## config.mk

```make
export PLATFORM = sky130hd
export DESIGN_NAME = value_keyed_deque_unit
export DESIGN_NICKNAME = d
export VERILOG_FILES = /design/src/hw/rtl/vkd_pkg.sv /design/src/hw/rtl/value_keyed_deque_unit.sv /design/src/hw/rtl/vkd_ram.sv /design/src/hw/rtl/vkd_ctrl.sv /design/src/hw/rtl/vkd_datapath.sv
export SDC_FILE = /design/constraint.sdc
export NUM_CORES = 1
export LEC_CHECK = 0
export ABC_AREA = 1
export BUFFER_PORTS_ARGS = -buffer_cell sky130_fd_sc_hd__buf_2
export CORE_MARGIN = 2
export CORE_UTILIZATION = 55
export DETAILED_ROUTE_END_ITERATION = 10
export PLACE_DENSITY = 0.73
export SLEW_MARGIN = 30
export SYNTH_ARGS = -nofsm -noshare
export SYNTH_HDL_FRONTEND = slang
export SYNTH_SLANG_ARGS = --single-unit
```

## constraint.sdc

```tcl
create_clock -name clk -period 5.75 [get_ports clk]
set_input_delay 1.15 -clock clk [delete_from_list [all_inputs] [get_ports clk]]
set_output_delay 1.15 -clock clk [all_outputs]
set_load 0.05 [all_outputs]
```

## src/hw/rtl/vkd_pkg.sv

```systemverilog
// Shared types and codes of the value keyed deque.
`default_nettype none
package vkd_pkg;

	typedef enum logic [2:0] {
		FN_PUSH_BACK  = 3'd0,
		FN_POP_BACK   = 3'd1,
		FN_PUSH_FRONT = 3'd2,
		FN_POP_FRONT  = 3'd3,
		FN_INSERT     = 3'd4,
		FN_DELETE     = 3'd5
	} func_t;

	typedef enum logic [1:0] {
		ST_OK        = 2'd0,
		ST_EMPTY     = 2'd1,
		ST_FULL      = 2'd2,
		ST_NOT_FOUND = 2'd3
	} status_t;

	typedef struct packed {
		logic    load;
		logic    set_status;
		status_t status;
		logic    push_back;
		logic    pop_back;
		logic    push_front;
		logic    pop_front;
		logic    scan_start;
		logic    scan;
		logic    hit;
		logic    shift_start;
		logic    shift;
		logic    finish_ins;
		logic    finish_del;
		logic    rd_front;
		logic    rd_back;
		logic    cap_front;
		logic    cap_back;
		logic    emit;
	} dp_cmd_t;

	typedef struct packed {
		func_t func;
		logic  full;
		logic  empty;
		logic  hit;
		logic  miss;
		logic  at_zero;
		logic  shift_done;
		logic  out_free;
	} dp_sts_t;

endpackage
`default_nettype wire

```

## src/hw/rtl/value_keyed_deque_unit.sv

```systemverilog
// Flow: a refused request or an unused code goes from decode straight to the result.
// Push and pop at either end update the ring, then reread the cached front and back values.
// A key that is not found is sought through every entry; a key match at the front pushes or
// pops there, else the entries shift through the single read port of the entry RAM.
// Throughput: one request at a time; the next transfer is taken once the result is registered.
// Reset: arst_n clears the count, front pointer and state; the entry RAM is not cleared.
`default_nettype none
module value_keyed_deque_unit #(
	parameter int DEPTH = 16
) (
	input  wire logic         clk,
	input  wire logic         arst_n,
	// request side
	input  wire logic         s_tvalid,
	output logic              s_tready,
	input  wire logic [2:0]   s_tuser,   // [2:0] func
	input  wire logic [63:0]  s_tdata,   // [31:0] value, [63:32] key
	// result side
	output logic              m_tvalid,
	input  wire logic         m_tready,
	output logic [1:0]        m_tuser,   // [1:0] status
	output logic [103:0]      m_tdata    // [31:0] removed_value, [63:32] front_value,
	                                     // [95:64] back_value, [100:96] entry_count
);
	import vkd_pkg::*;

	dp_cmd_t            cmd;
	dp_sts_t            sts;
	logic [1:0]         out_status;
	logic signed [31:0] out_removed, out_front, out_back;
	logic [4:0]         out_count;

	// Sequencer: decode, key scan, shift walk, then refresh the cached end values.
	vkd_ctrl u_ctrl (
		.clk      (clk),
		.arst_n   (arst_n),
		.s_tvalid (s_tvalid),
		.s_tready (s_tready),
		.sts      (sts),
		.cmd      (cmd)
	);

	// Ring storage, pointers and the output register.
	vkd_datapath #(
		.DEPTH (DEPTH)
	) u_dp (
		.clk         (clk),
		.arst_n      (arst_n),
		.in_func     (s_tuser),
		.in_value    (s_tdata[31:0]),
		.in_key      (s_tdata[63:32]),
		.cmd         (cmd),
		.sts         (sts),
		.m_tready    (m_tready),
		.m_tvalid    (m_tvalid),
		.out_status  (out_status),
		.out_removed (out_removed),
		.out_front   (out_front),
		.out_back    (out_back),
		.out_count   (out_count)
	);

	// Pack the result fields, lowest field first, padded to whole bytes.
	assign m_tuser = out_status;
	assign m_tdata = {3'b000, out_count, out_back, out_front, out_removed};
endmodule
`default_nettype wire

```

## src/hw/rtl/vkd_ram.sv

```systemverilog
// Generic single write, single read RAM with registered read data.
`default_nettype none
module vkd_ram #(
	parameter int WIDTH = 32,
	parameter int DEPTH = 16
) (
	input  wire logic                                  clk,
	input  wire logic                                  wr_en,
	input  wire logic [((DEPTH > 1) ? $clog2(DEPTH) : 1)-1:0] wr_addr,
	input  wire logic [WIDTH-1:0]                      wr_data,
	input  wire logic                                  rd_en,
	input  wire logic [((DEPTH > 1) ? $clog2(DEPTH) : 1)-1:0] rd_addr,
	output logic      [WIDTH-1:0]                      rd_data
);
	logic [WIDTH-1:0] mem [DEPTH];

	always_ff @(posedge clk) begin
		if (wr_en) begin
			mem[wr_addr] <= wr_data;
		end
		if (rd_en) begin
			rd_data <= mem[rd_addr];
		end
	end
endmodule
`default_nettype wire

```

## src/hw/rtl/vkd_ctrl.sv

```systemverilog
// Controller state machine of the value keyed deque.
`default_nettype none
module vkd_ctrl (
	input  wire logic             clk,
	input  wire logic             arst_n,
	input  wire logic             s_tvalid,
	output logic                  s_tready,
	input  wire vkd_pkg::dp_sts_t sts,
	output vkd_pkg::dp_cmd_t      cmd
);
	import vkd_pkg::*;

	typedef enum logic [3:0] {
		S_IDLE, S_DECODE, S_SCAN, S_ACT, S_SHIFT, S_REF_F, S_REF_B, S_REF_C, S_DONE
	} state_t;

	state_t state_q, state_d;

	assign s_tready = (state_q == S_IDLE);

	always_comb begin
		cmd     = '0;
		state_d = state_q;
		case (state_q)
			S_IDLE: begin
				if (s_tvalid) begin
					cmd.load = 1'b1;
					state_d  = S_DECODE;
				end
			end
			S_DECODE: begin
				state_d = S_DONE;
				case (sts.func)
					FN_PUSH_BACK: begin
						if (sts.full) begin
							cmd.set_status = 1'b1;
							cmd.status     = ST_FULL;
						end else begin
							cmd.push_back = 1'b1;
							state_d       = S_REF_F;
						end
					end
					FN_POP_BACK: begin
						if (sts.empty) begin
							cmd.set_status = 1'b1;
							cmd.status     = ST_EMPTY;
						end else begin
							cmd.pop_back = 1'b1;
							state_d      = S_REF_F;
						end
					end
					FN_PUSH_FRONT: begin
						if (sts.full) begin
							cmd.set_status = 1'b1;
							cmd.status     = ST_FULL;
						end else begin
							cmd.push_front = 1'b1;
							state_d        = S_REF_F;
						end
					end
					FN_POP_FRONT: begin
						if (sts.empty) begin
							cmd.set_status = 1'b1;
							cmd.status     = ST_EMPTY;
						end else begin
							cmd.pop_front = 1'b1;
							state_d       = S_REF_F;
						end
					end
					FN_INSERT: begin
						if (sts.full) begin
							cmd.set_status = 1'b1;
							cmd.status     = ST_FULL;
						end else if (sts.empty) begin
							cmd.set_status = 1'b1;
							cmd.status     = ST_NOT_FOUND;
						end else begin
							cmd.scan_start = 1'b1;
							state_d        = S_SCAN;
						end
					end
					FN_DELETE: begin
						if (sts.empty) begin
							cmd.set_status = 1'b1;
							cmd.status     = ST_EMPTY;
						end else begin
							cmd.scan_start = 1'b1;
							state_d        = S_SCAN;
						end
					end
					default: begin
						state_d = S_DONE;
					end
				endcase
			end
			S_SCAN: begin
				if (sts.hit) begin
					cmd.hit = 1'b1;
					state_d = S_ACT;
				end else if (sts.miss) begin
					cmd.set_status = 1'b1;
					cmd.status     = ST_NOT_FOUND;
					state_d        = S_DONE;
				end else begin
					cmd.scan = 1'b1;
				end
			end
			S_ACT: begin
				if (sts.at_zero) begin
					if (sts.func == FN_INSERT) begin
						cmd.push_front = 1'b1;
					end else begin
						cmd.pop_front = 1'b1;
					end
					state_d = S_REF_F;
				end else begin
					cmd.shift_start = 1'b1;
					state_d         = S_SHIFT;
				end
			end
			S_SHIFT: begin
				if (sts.shift_done) begin
					if (sts.func == FN_INSERT) begin
						cmd.finish_ins = 1'b1;
					end else begin
						cmd.finish_del = 1'b1;
					end
					state_d = S_REF_F;
				end else begin
					cmd.shift = 1'b1;
				end
			end
			S_REF_F: begin
				cmd.rd_front = 1'b1;
				state_d      = S_REF_B;
			end
			S_REF_B: begin
				cmd.cap_front = 1'b1;
				cmd.rd_back   = 1'b1;
				state_d       = S_REF_C;
			end
			S_REF_C: begin
				cmd.cap_back = 1'b1;
				state_d      = S_DONE;
			end
			S_DONE: begin
				if (sts.out_free) begin
					cmd.emit = 1'b1;
					state_d  = S_IDLE;
				end
			end
			default: begin
				state_d = S_IDLE;
			end
		endcase
	end

	always_ff @(posedge clk or negedge arst_n) begin
		if (!arst_n) begin
			state_q <= S_IDLE;
		end else begin
			state_q <= state_d;
		end
	end
endmodule
`default_nettype wire

```

## src/hw/rtl/vkd_datapath.sv

```systemverilog
// Datapath of the value keyed deque: ring pointers, entry RAM, scan and shift engine.
`default_nettype none
module vkd_datapath #(
	parameter int DEPTH = 16
) (
	input  wire logic                clk,
	input  wire logic                arst_n,
	input  wire logic [2:0]          in_func,
	input  wire logic signed [31:0]  in_value,
	input  wire logic signed [31:0]  in_key,
	input  wire vkd_pkg::dp_cmd_t    cmd,
	output vkd_pkg::dp_sts_t         sts,
	input  wire logic                m_tready,
	output logic                     m_tvalid,
	output logic [1:0]               out_status,
	output logic signed [31:0]       out_removed,
	output logic signed [31:0]       out_front,
	output logic signed [31:0]       out_back,
	output logic [4:0]               out_count
);
	import vkd_pkg::*;

	localparam int AW = (DEPTH > 1) ? $clog2(DEPTH) : 1;
	localparam int CW = $clog2(DEPTH + 1);
	localparam logic [CW-1:0] FULL_CNT = CW'(DEPTH);
	localparam logic [AW-1:0] LAST_IDX = AW'(DEPTH - 1);

	function automatic logic [AW-1:0] slot(input logic [AW-1:0] base,
			input logic [CW-1:0] pos);
		logic [CW:0] sum;
		sum = (CW+1)'(base) + (CW+1)'(pos);
		if (sum >= (CW+1)'(DEPTH)) begin
			sum = sum - (CW+1)'(DEPTH);
		end
		return sum[AW-1:0];
	endfunction

	func_t              func_q;
	logic signed [31:0] value_q, key_q;
	logic [AW-1:0]      front_idx_q;
	logic [CW-1:0]      count_q;
	logic signed [31:0] front_val_q, back_val_q, removed_q;
	status_t            status_q;
	logic [CW-1:0]      rd_ptr_q, cmp_pos_q, at_q;
	logic               cmp_vld_q;
	logic [CW-1:0]      sh_rd_q, sh_left_q, sh_wr_pos_q;
	logic               sh_wr_vld_q;

	logic [AW-1:0]      dec_front, inc_front;
	logic [CW-1:0]      last_pos;
	logic               rd_en, wr_en;
	logic [AW-1:0]      rd_addr, wr_addr;
	logic [31:0]        wr_data, rd_data;
	logic               is_insert;

	assign dec_front = (front_idx_q == '0) ? LAST_IDX : front_idx_q - 1'b1;
	assign inc_front = (front_idx_q == LAST_IDX) ? '0 : front_idx_q + 1'b1;
	assign last_pos  = (count_q == '0) ? '0 : count_q - 1'b1;
	assign is_insert = (func_q == FN_INSERT);

	// RAM port selection
	always_comb begin
		rd_en   = 1'b0;
		rd_addr = front_idx_q;
		wr_en   = 1'b0;
		wr_addr = slot(front_idx_q, count_q);
		wr_data = value_q;
		if (cmd.scan && rd_ptr_q != count_q) begin
			rd_en   = 1'b1;
			rd_addr = slot(front_idx_q, rd_ptr_q);
		end
		if (cmd.shift && sh_left_q != '0) begin
			rd_en   = 1'b1;
			rd_addr = slot(front_idx_q, sh_rd_q);
		end
		if (cmd.shift && sh_wr_vld_q) begin
			wr_en   = 1'b1;
			wr_addr = slot(front_idx_q, sh_wr_pos_q);
			wr_data = rd_data;
		end
		if (cmd.rd_front) begin
			rd_en   = 1'b1;
			rd_addr = front_idx_q;
		end
		if (cmd.rd_back) begin
			rd_en   = 1'b1;
			rd_addr = slot(front_idx_q, last_pos);
		end
		if (cmd.push_back) begin
			wr_en   = 1'b1;
			wr_addr = slot(front_idx_q, count_q);
			wr_data = value_q;
		end
		if (cmd.push_front) begin
			wr_en   = 1'b1;
			wr_addr = dec_front;
			wr_data = value_q;
		end
		if (cmd.finish_ins) begin
			wr_en   = 1'b1;
			wr_addr = slot(front_idx_q, at_q);
			wr_data = value_q;
		end
	end

	vkd_ram #(
		.WIDTH (32),
		.DEPTH (DEPTH)
	) u_store (
		.clk     (clk),
		.wr_en   (wr_en),
		.wr_addr (wr_addr),
		.wr_data (wr_data),
		.rd_en   (rd_en),
		.rd_addr (rd_addr),
		.rd_data (rd_data)
	);

	always_comb begin
		sts.func       = func_q;
		sts.full       = (count_q == FULL_CNT);
		sts.empty      = (count_q == '0);
		sts.hit        = cmp_vld_q && (rd_data == key_q);
		sts.miss       = !cmp_vld_q && (rd_ptr_q == count_q);
		sts.at_zero    = (at_q == '0);
		sts.shift_done = (sh_left_q == '0) && !sh_wr_vld_q;
		sts.out_free   = !m_tvalid || m_tready;
	end

	// control state
	always_ff @(posedge clk or negedge arst_n) begin
		if (!arst_n) begin
			front_idx_q <= '0;
			count_q     <= '0;
			cmp_vld_q   <= 1'b0;
			sh_wr_vld_q <= 1'b0;
			m_tvalid    <= 1'b0;
		end else begin
			if (cmd.push_back || cmd.finish_ins) begin
				count_q <= count_q + 1'b1;
			end
			if (cmd.push_front) begin
				front_idx_q <= dec_front;
				count_q     <= count_q + 1'b1;
			end
			if (cmd.pop_back || cmd.finish_del) begin
				count_q <= count_q - 1'b1;
			end
			if (cmd.pop_front) begin
				front_idx_q <= inc_front;
				count_q     <= count_q - 1'b1;
			end
			if (cmd.scan_start) begin
				cmp_vld_q <= 1'b0;
			end else if (cmd.scan) begin
				cmp_vld_q <= (rd_ptr_q != count_q);
			end
			if (cmd.shift_start) begin
				sh_wr_vld_q <= 1'b0;
			end else if (cmd.shift) begin
				sh_wr_vld_q <= (sh_left_q != '0);
			end
			if (cmd.emit) begin
				m_tvalid <= 1'b1;
			end else if (m_tready) begin
				m_tvalid <= 1'b0;
			end
		end
	end

	// payload
	always_ff @(posedge clk) begin
		if (cmd.load) begin
			func_q    <= func_t'(in_func);
			value_q   <= in_value;
			key_q     <= in_key;
			removed_q <= '0;
			status_q  <= ST_OK;
		end
		if (cmd.set_status) begin
			status_q <= cmd.status;
		end
		if (cmd.pop_back) begin
			removed_q <= back_val_q;
		end
		if (cmd.pop_front) begin
			removed_q <= front_val_q;
		end
		if (cmd.scan_start) begin
			rd_ptr_q <= '0;
		end else if (cmd.scan && rd_ptr_q != count_q) begin
			rd_ptr_q  <= rd_ptr_q + 1'b1;
			cmp_pos_q <= rd_ptr_q;
		end
		if (cmd.hit) begin
			at_q <= cmp_pos_q;
			if (func_q == FN_DELETE) begin
				removed_q <= rd_data;
			end
		end
		if (cmd.shift_start) begin
			if (is_insert) begin
				sh_rd_q   <= count_q - 1'b1;
				sh_left_q <= count_q - at_q;
			end else begin
				sh_rd_q   <= at_q + 1'b1;
				sh_left_q <= count_q - at_q - 1'b1;
			end
		end else if (cmd.shift && sh_left_q != '0) begin
			sh_left_q <= sh_left_q - 1'b1;
			if (is_insert) begin
				sh_rd_q     <= sh_rd_q - 1'b1;
				sh_wr_pos_q <= sh_rd_q + 1'b1;
			end else begin
				sh_rd_q     <= sh_rd_q + 1'b1;
				sh_wr_pos_q <= sh_rd_q - 1'b1;
			end
		end
		if (cmd.cap_front) begin
			front_val_q <= rd_data;
		end
		if (cmd.cap_back) begin
			back_val_q <= rd_data;
		end
		if (cmd.emit) begin
			out_status  <= status_q;
			out_removed <= removed_q;
			out_front   <= (count_q == '0) ? '0 : front_val_q;
			out_back    <= (count_q == '0) ? '0 : back_val_q;
			out_count   <= 5'(count_q);
		end
	end
endmodule
`default_nettype wire
```

==> impl_summary.log <==
INFO  metric cts_max_path_buffers = 3
INFO  metric power-per-cell-area = roughly 600 nW/um^2
INFO  metric hp-class = register to register
INFO  metric fp-row-count = between 90 and 100
INFO  metric globalRouteTotalUtil = about 28%
INFO  metric static-leakage-power = ~19 nW
INFO  metric multi_input_comb_area = around 9400 um^2
INFO  metric timing_worst_setup_path_type = register to register
INFO  metric synth_enable_flop_cells = about 800
INFO  metric min-delay-start = u_dp.status_q[0]
INFO  metric seqCellArea = 25,300 um^2
INFO  metric top_fanout_value_on_the_critical_path = slightly below 60
INFO  metric worst_pin_slew = 963 ps
INFO  metric setup.worst_path.end_class = register
INFO  metric yosysWarnings = 0
INFO  metric period_needed = around 4200 ps
INFO  metric portBuffers = between 150 and 200
INFO  metric ys_async_sr_fraction = 1.87%
INFO  metric synth.largest_area_cell = edfxtp_1
INFO  metric globalRouteMet3Util = under 10%
INFO  metric final_slew_violations = 0
INFO  metric firstDrtPassIters = 10
INFO  metric ios = 179
INFO  metric first_global_vias = between 20k and 30k
INFO  metric grt_pass1_wl = approximately 150,000 um
INFO  metric drt_drc_violations_left = 2
INFO  metric start_kind = register
INFO  metric synth_top_flop_cell = edfxtp_1
INFO  metric min_period_over_period = 73.6%
INFO  metric peakVddDrop = roughly 900 uV
INFO  metric gp_congestion = about 0.95
INFO  metric r2r-start = u_dp.u_store.rd_data[23]
INFO  metric grt_antenna_before_repair = 2
INFO  metric via_density = between 5 and 6
INFO  metric num-fill-cells = between 5k and 6k
INFO  metric die_height = about 270 um
INFO  metric via_count = roughly 27k
INFO  metric synth.avg_cell_area = ~10 um^2
INFO  metric setup-violations-final = 0
INFO  metric power.internal = 0.0147 W
INFO  metric drt_first_iter_violations = about 3k
INFO  metric clk-insertion-delay-late = roughly 650 ps
INFO  metric max_slew_margin = 35.8%
INFO  metric detail_route.wirelength = 99,300 um
INFO  metric cts_buffers = 87
INFO  metric power_frac_comb = between 40 and 50%
INFO  metric holdBufCountCts = 0
INFO  metric design.die.area = between 70,000 and 80,000 um^2
INFO  metric worstPathArrival = between 4000 and 5000 ps
INFO  metric die_w = approximately 270 um
INFO  metric achievable-frequency = between 0.2 and 0.25 GHz
INFO  metric gr-usage-met1 = between 30 and 40%
INFO  metric clock_skew = just over 30 ps
INFO  metric post_drt_wl_per_cell = between 20 and 25 um
INFO  metric holdPathEnd = u_dp.out_status[0]
INFO  metric reg2reg_slack = ~1500 ps
INFO  metric synthesis.area = 37,900 um^2
INFO  metric rsz0062_at_grt = no
INFO  metric num-nets-final = between 3k and 4k
INFO  metric cts.reportedPaths.clkPinSlew = roughly 60 ps
INFO  metric yosysUniqueCellTypes = 53
INFO  metric clockPowerShare = 22.3%
INFO  metric root_buffer = clkbuf_16
INFO  metric postCtsSetupRepairBufs = 0
INFO  metric drt.antenna.violating_nets = 0
INFO  metric run_status = finished, violations left
INFO  metric clock-sinks = 856
INFO  metric gr-max-usage-layer = met2
INFO  metric drive_gt1_share = around an eighth
INFO  metric p_sw_share = around 43%
INFO  metric worst_ep_required_time = a little over 6000 ps
INFO  metric violations = DRC
INFO  metric coreArea = a little under 70,000 um^2
INFO  metric detailedPlacementHpwl = about 60,000 um
INFO  metric synth.area.top_cells = edfxtp_1 (64%), nand3_1 (8.7%), nand2_1 (7.5%), inv_1 (6.9%), dfxtp_1 (2.0%)
INFO  metric min_path_cells = 0
INFO  metric initial_utilization = between 50% and 60%
INFO  metric postSynthCellCount = approximately 3.6k
INFO  metric power_switching = around 0.011 W
INFO  metric finalSetupTns = 0 ps
INFO  metric timing.reg2reg.worst_path_depth = 18
INFO  metric cts_tree = done
INFO  metric placed_area = between 40,000 and 50,000 um^2
INFO  metric clock_tree.htree_level_count = 3
INFO  metric ctsResizeCount = 0
INFO  metric final_area = 43,000 um^2
INFO  metric seqPwrFrac = 35.5%
INFO  metric synth_top_cell_area_share = 63.5%
INFO  metric capture_point_of_the_worst_reg_to_reg_path = u_dp.u_store.rd_data[18]
INFO  metric synth-seq-cells = 856
INFO  metric synthToLayoutAreaGrowth = 13.4%
INFO  metric pin_count_of_the_biggest_net_entering_global_routing = ~130
INFO  metric grt_overflow = 0
INFO  metric max_cap_violations = 0
INFO  metric final-hold-violation-count = 0
INFO  metric yosysSeqAreaShare = between 60 and 70%
INFO  metric groute.layer.met2.usage = roughly 45%
cell families after synthesis:
logic type / count (synthesis) / synth area share [%]
simple gates: 1592 / 18.3
buf+inv: 884 / 9.32
flops: 856 / 66.6
compound gates: 192 / 3.08
xor+xnor: 48 / 1.11
fa+ha+maj: 42 / 1.52
mux: 2 / 0.0528
other cells: 1 / 0.00988
power groups by stage:
stage / Sequential [W] / Clock, W / Combinational (W)
after floorplan: 0.00921 / 0 / 0.00714
after global placement: 0.00920 / 0 / 0.0104
after detailed placement: 0.00922 / 0 / 0.0106
after CTS: 0.00910 / 0.00578 / 0.0107
after global routing: 0.00918 / 0.00602 / 0.0119
final: 0.00912 / 0.00573 / 0.0108
cell usage in the layout, fill, tap and decap left out, types with 4 or more instances in the layout:
master | synthesis | routed
nand3_1 | 659 | 658
nor3_1 | 11 | 11
nand2_4 | 0 | 4
nand2_1 | 760 | 752
clkbuf_16 | 0 | 88
clkinv_1 | 4 | 14
ha_1 | 35 | 35
buf_16 | 0 | 8
xor2_1 | 21 | 21
fa_1 | 7 | 7
inv_6 | 0 | 4
dfxtp_1 | 37 | 37
nor4_1 | 4 | 4
buf_2 | 80 | 175
buf_12 | 0 | 7
o21ai_0 | 64 | 63
inv_2 | 14 | 15
o211ai_1 | 41 | 41
xnor2_1 | 27 | 27
inv_1 | 700 | 699
nor2_1 | 116 | 97
clkbuf_1 | 55 | 14
bufinv_16 | 0 | 10
clkinvlp_4 | 0 | 7
a31oi_1 | 32 | 32
nor2_4 | 0 | 20
nand2_2 | 2 | 6
dfrtp_1 | 16 | 16
nand4_1 | 19 | 19
a21oi_1 | 31 | 31
clkinv_2 | 0 | 21
edfxtp_1 | 803 | 803
buf_4 | 4 | 66
layout make-up:
class,count,share of cell area (%)
timing repair buffer,256,4.02
clock inverter,56,1.38
sequential,856,58.7
antenna,1,0.00581
clock buffer,104,5.30
tap,882,2.56
inverter,718,6.26
multi-input combinational,1879,21.8
cells in the mapped netlist (3+ instances only):
master      n
edfxtp_1  803
inv_1     700
clkbuf_1   55
nor2_1    116
nand3_1   659
buf_1      13
a22oi_1     3
inv_2      14
dfxtp_1    37
nand4_1    19
or2_2       3
dfrtp_1    16
o211ai_1   41
xnor2_1    27
o21ai_1     3
fa_1        7
xor2_1     21
ha_1       35
nor3b_1     3
a31oi_1    32
buf_6      14
nor3_1     11
a21oi_1    31
nor2_2      4
nor4_1      4
buf_2      80
clkinv_1    4
nand2_1   760
and3_1      3
buf_4       4
o21ai_0    64
critical path, stage by stage (launching register included):
cell	delay, ps
edfxtp_1	520
inv_2	70
nand2_1	220
nand2_1	90
nor2_1	250
nand3_1	130
nor2_1	150
nand3_2	210
nand3_2	280
nand2_1	80
nand3_1	80
nand2_1	100
nand2_4	380
buf_4	670
nand3_1	220
nand3_1	140
nand3_1	90
nand3_1	110
nand2_1	120
per-stage QoR:
stage / cells / hold slack (ps) / worst slack [ps] / utilization (%) / total power [W]
after floorplan: 3619 / 400 / 177 / - / 0.0164
after detailed placement: 4591 / 407 / 1620 / 58.7 / 0.0198
after global placement: 4581 / 400 / 1690 / 58.3 / 0.0196
final: 4752 / 424 / 1520 / 62.9 / 0.0257
after CTS: 4751 / 408 / 1590 / 62.9 / 0.0256
after global routing: 4751 / 437 / 1170 / 62.9 / 0.0271
worst max path at each step:
stage,start,end,slack (ps),depth (start not counted)
2_1_floorplan,u_ctrl.state_q[1],u_dp.removed_q[23],180,11
3_3_place_gp,u_dp.u_store.rd_data[23],u_dp.u_store.rd_data[18],1690,18
3_5_place_dp,u_dp.count_q[0],u_dp.u_store.mem[12][18],1620,15
4_1_cts,u_dp.count_q[0],u_dp.u_store.mem[12][20],1590,15
5_1_grt,u_dp.count_q[0],u_dp.u_store.mem[12][24],1170,15
6_report,u_dp.u_store.rd_data[23],u_dp.u_store.rd_data[18],1520,18
per-layer routing:
layer	routed length, um	share of wire, %
met5	0	0
met2	46500	47
met1	39300	40
met3	10500	11
met4	2910	2.9
flip-flops by register name (all words and copies together), names as in the netlist, 2 cells and up:
name / cells
u_ctrl.state_q: 4
u_dp.at_q: 5
u_dp.back_val_q: 32
u_dp.cmp_pos_q: 5
u_dp.count_q: 5
u_dp.front_idx_q: 4
u_dp.front_val_q: 32
u_dp.func_q: 3
u_dp.key_q: 32
u_dp.out_back: 32
u_dp.out_count: 5
u_dp.out_front: 32
u_dp.out_removed: 32
u_dp.out_status: 2
u_dp.rd_ptr_q: 5
u_dp.removed_q: 32
u_dp.sh_left_q: 5
u_dp.sh_rd_q: 4
u_dp.sh_wr_pos_q: 4
u_dp.status_q: 2
u_dp.u_store.mem: 512
u_dp.u_store.rd_data: 32
u_dp.value_q: 32
(Power assumes the default switching activity.)
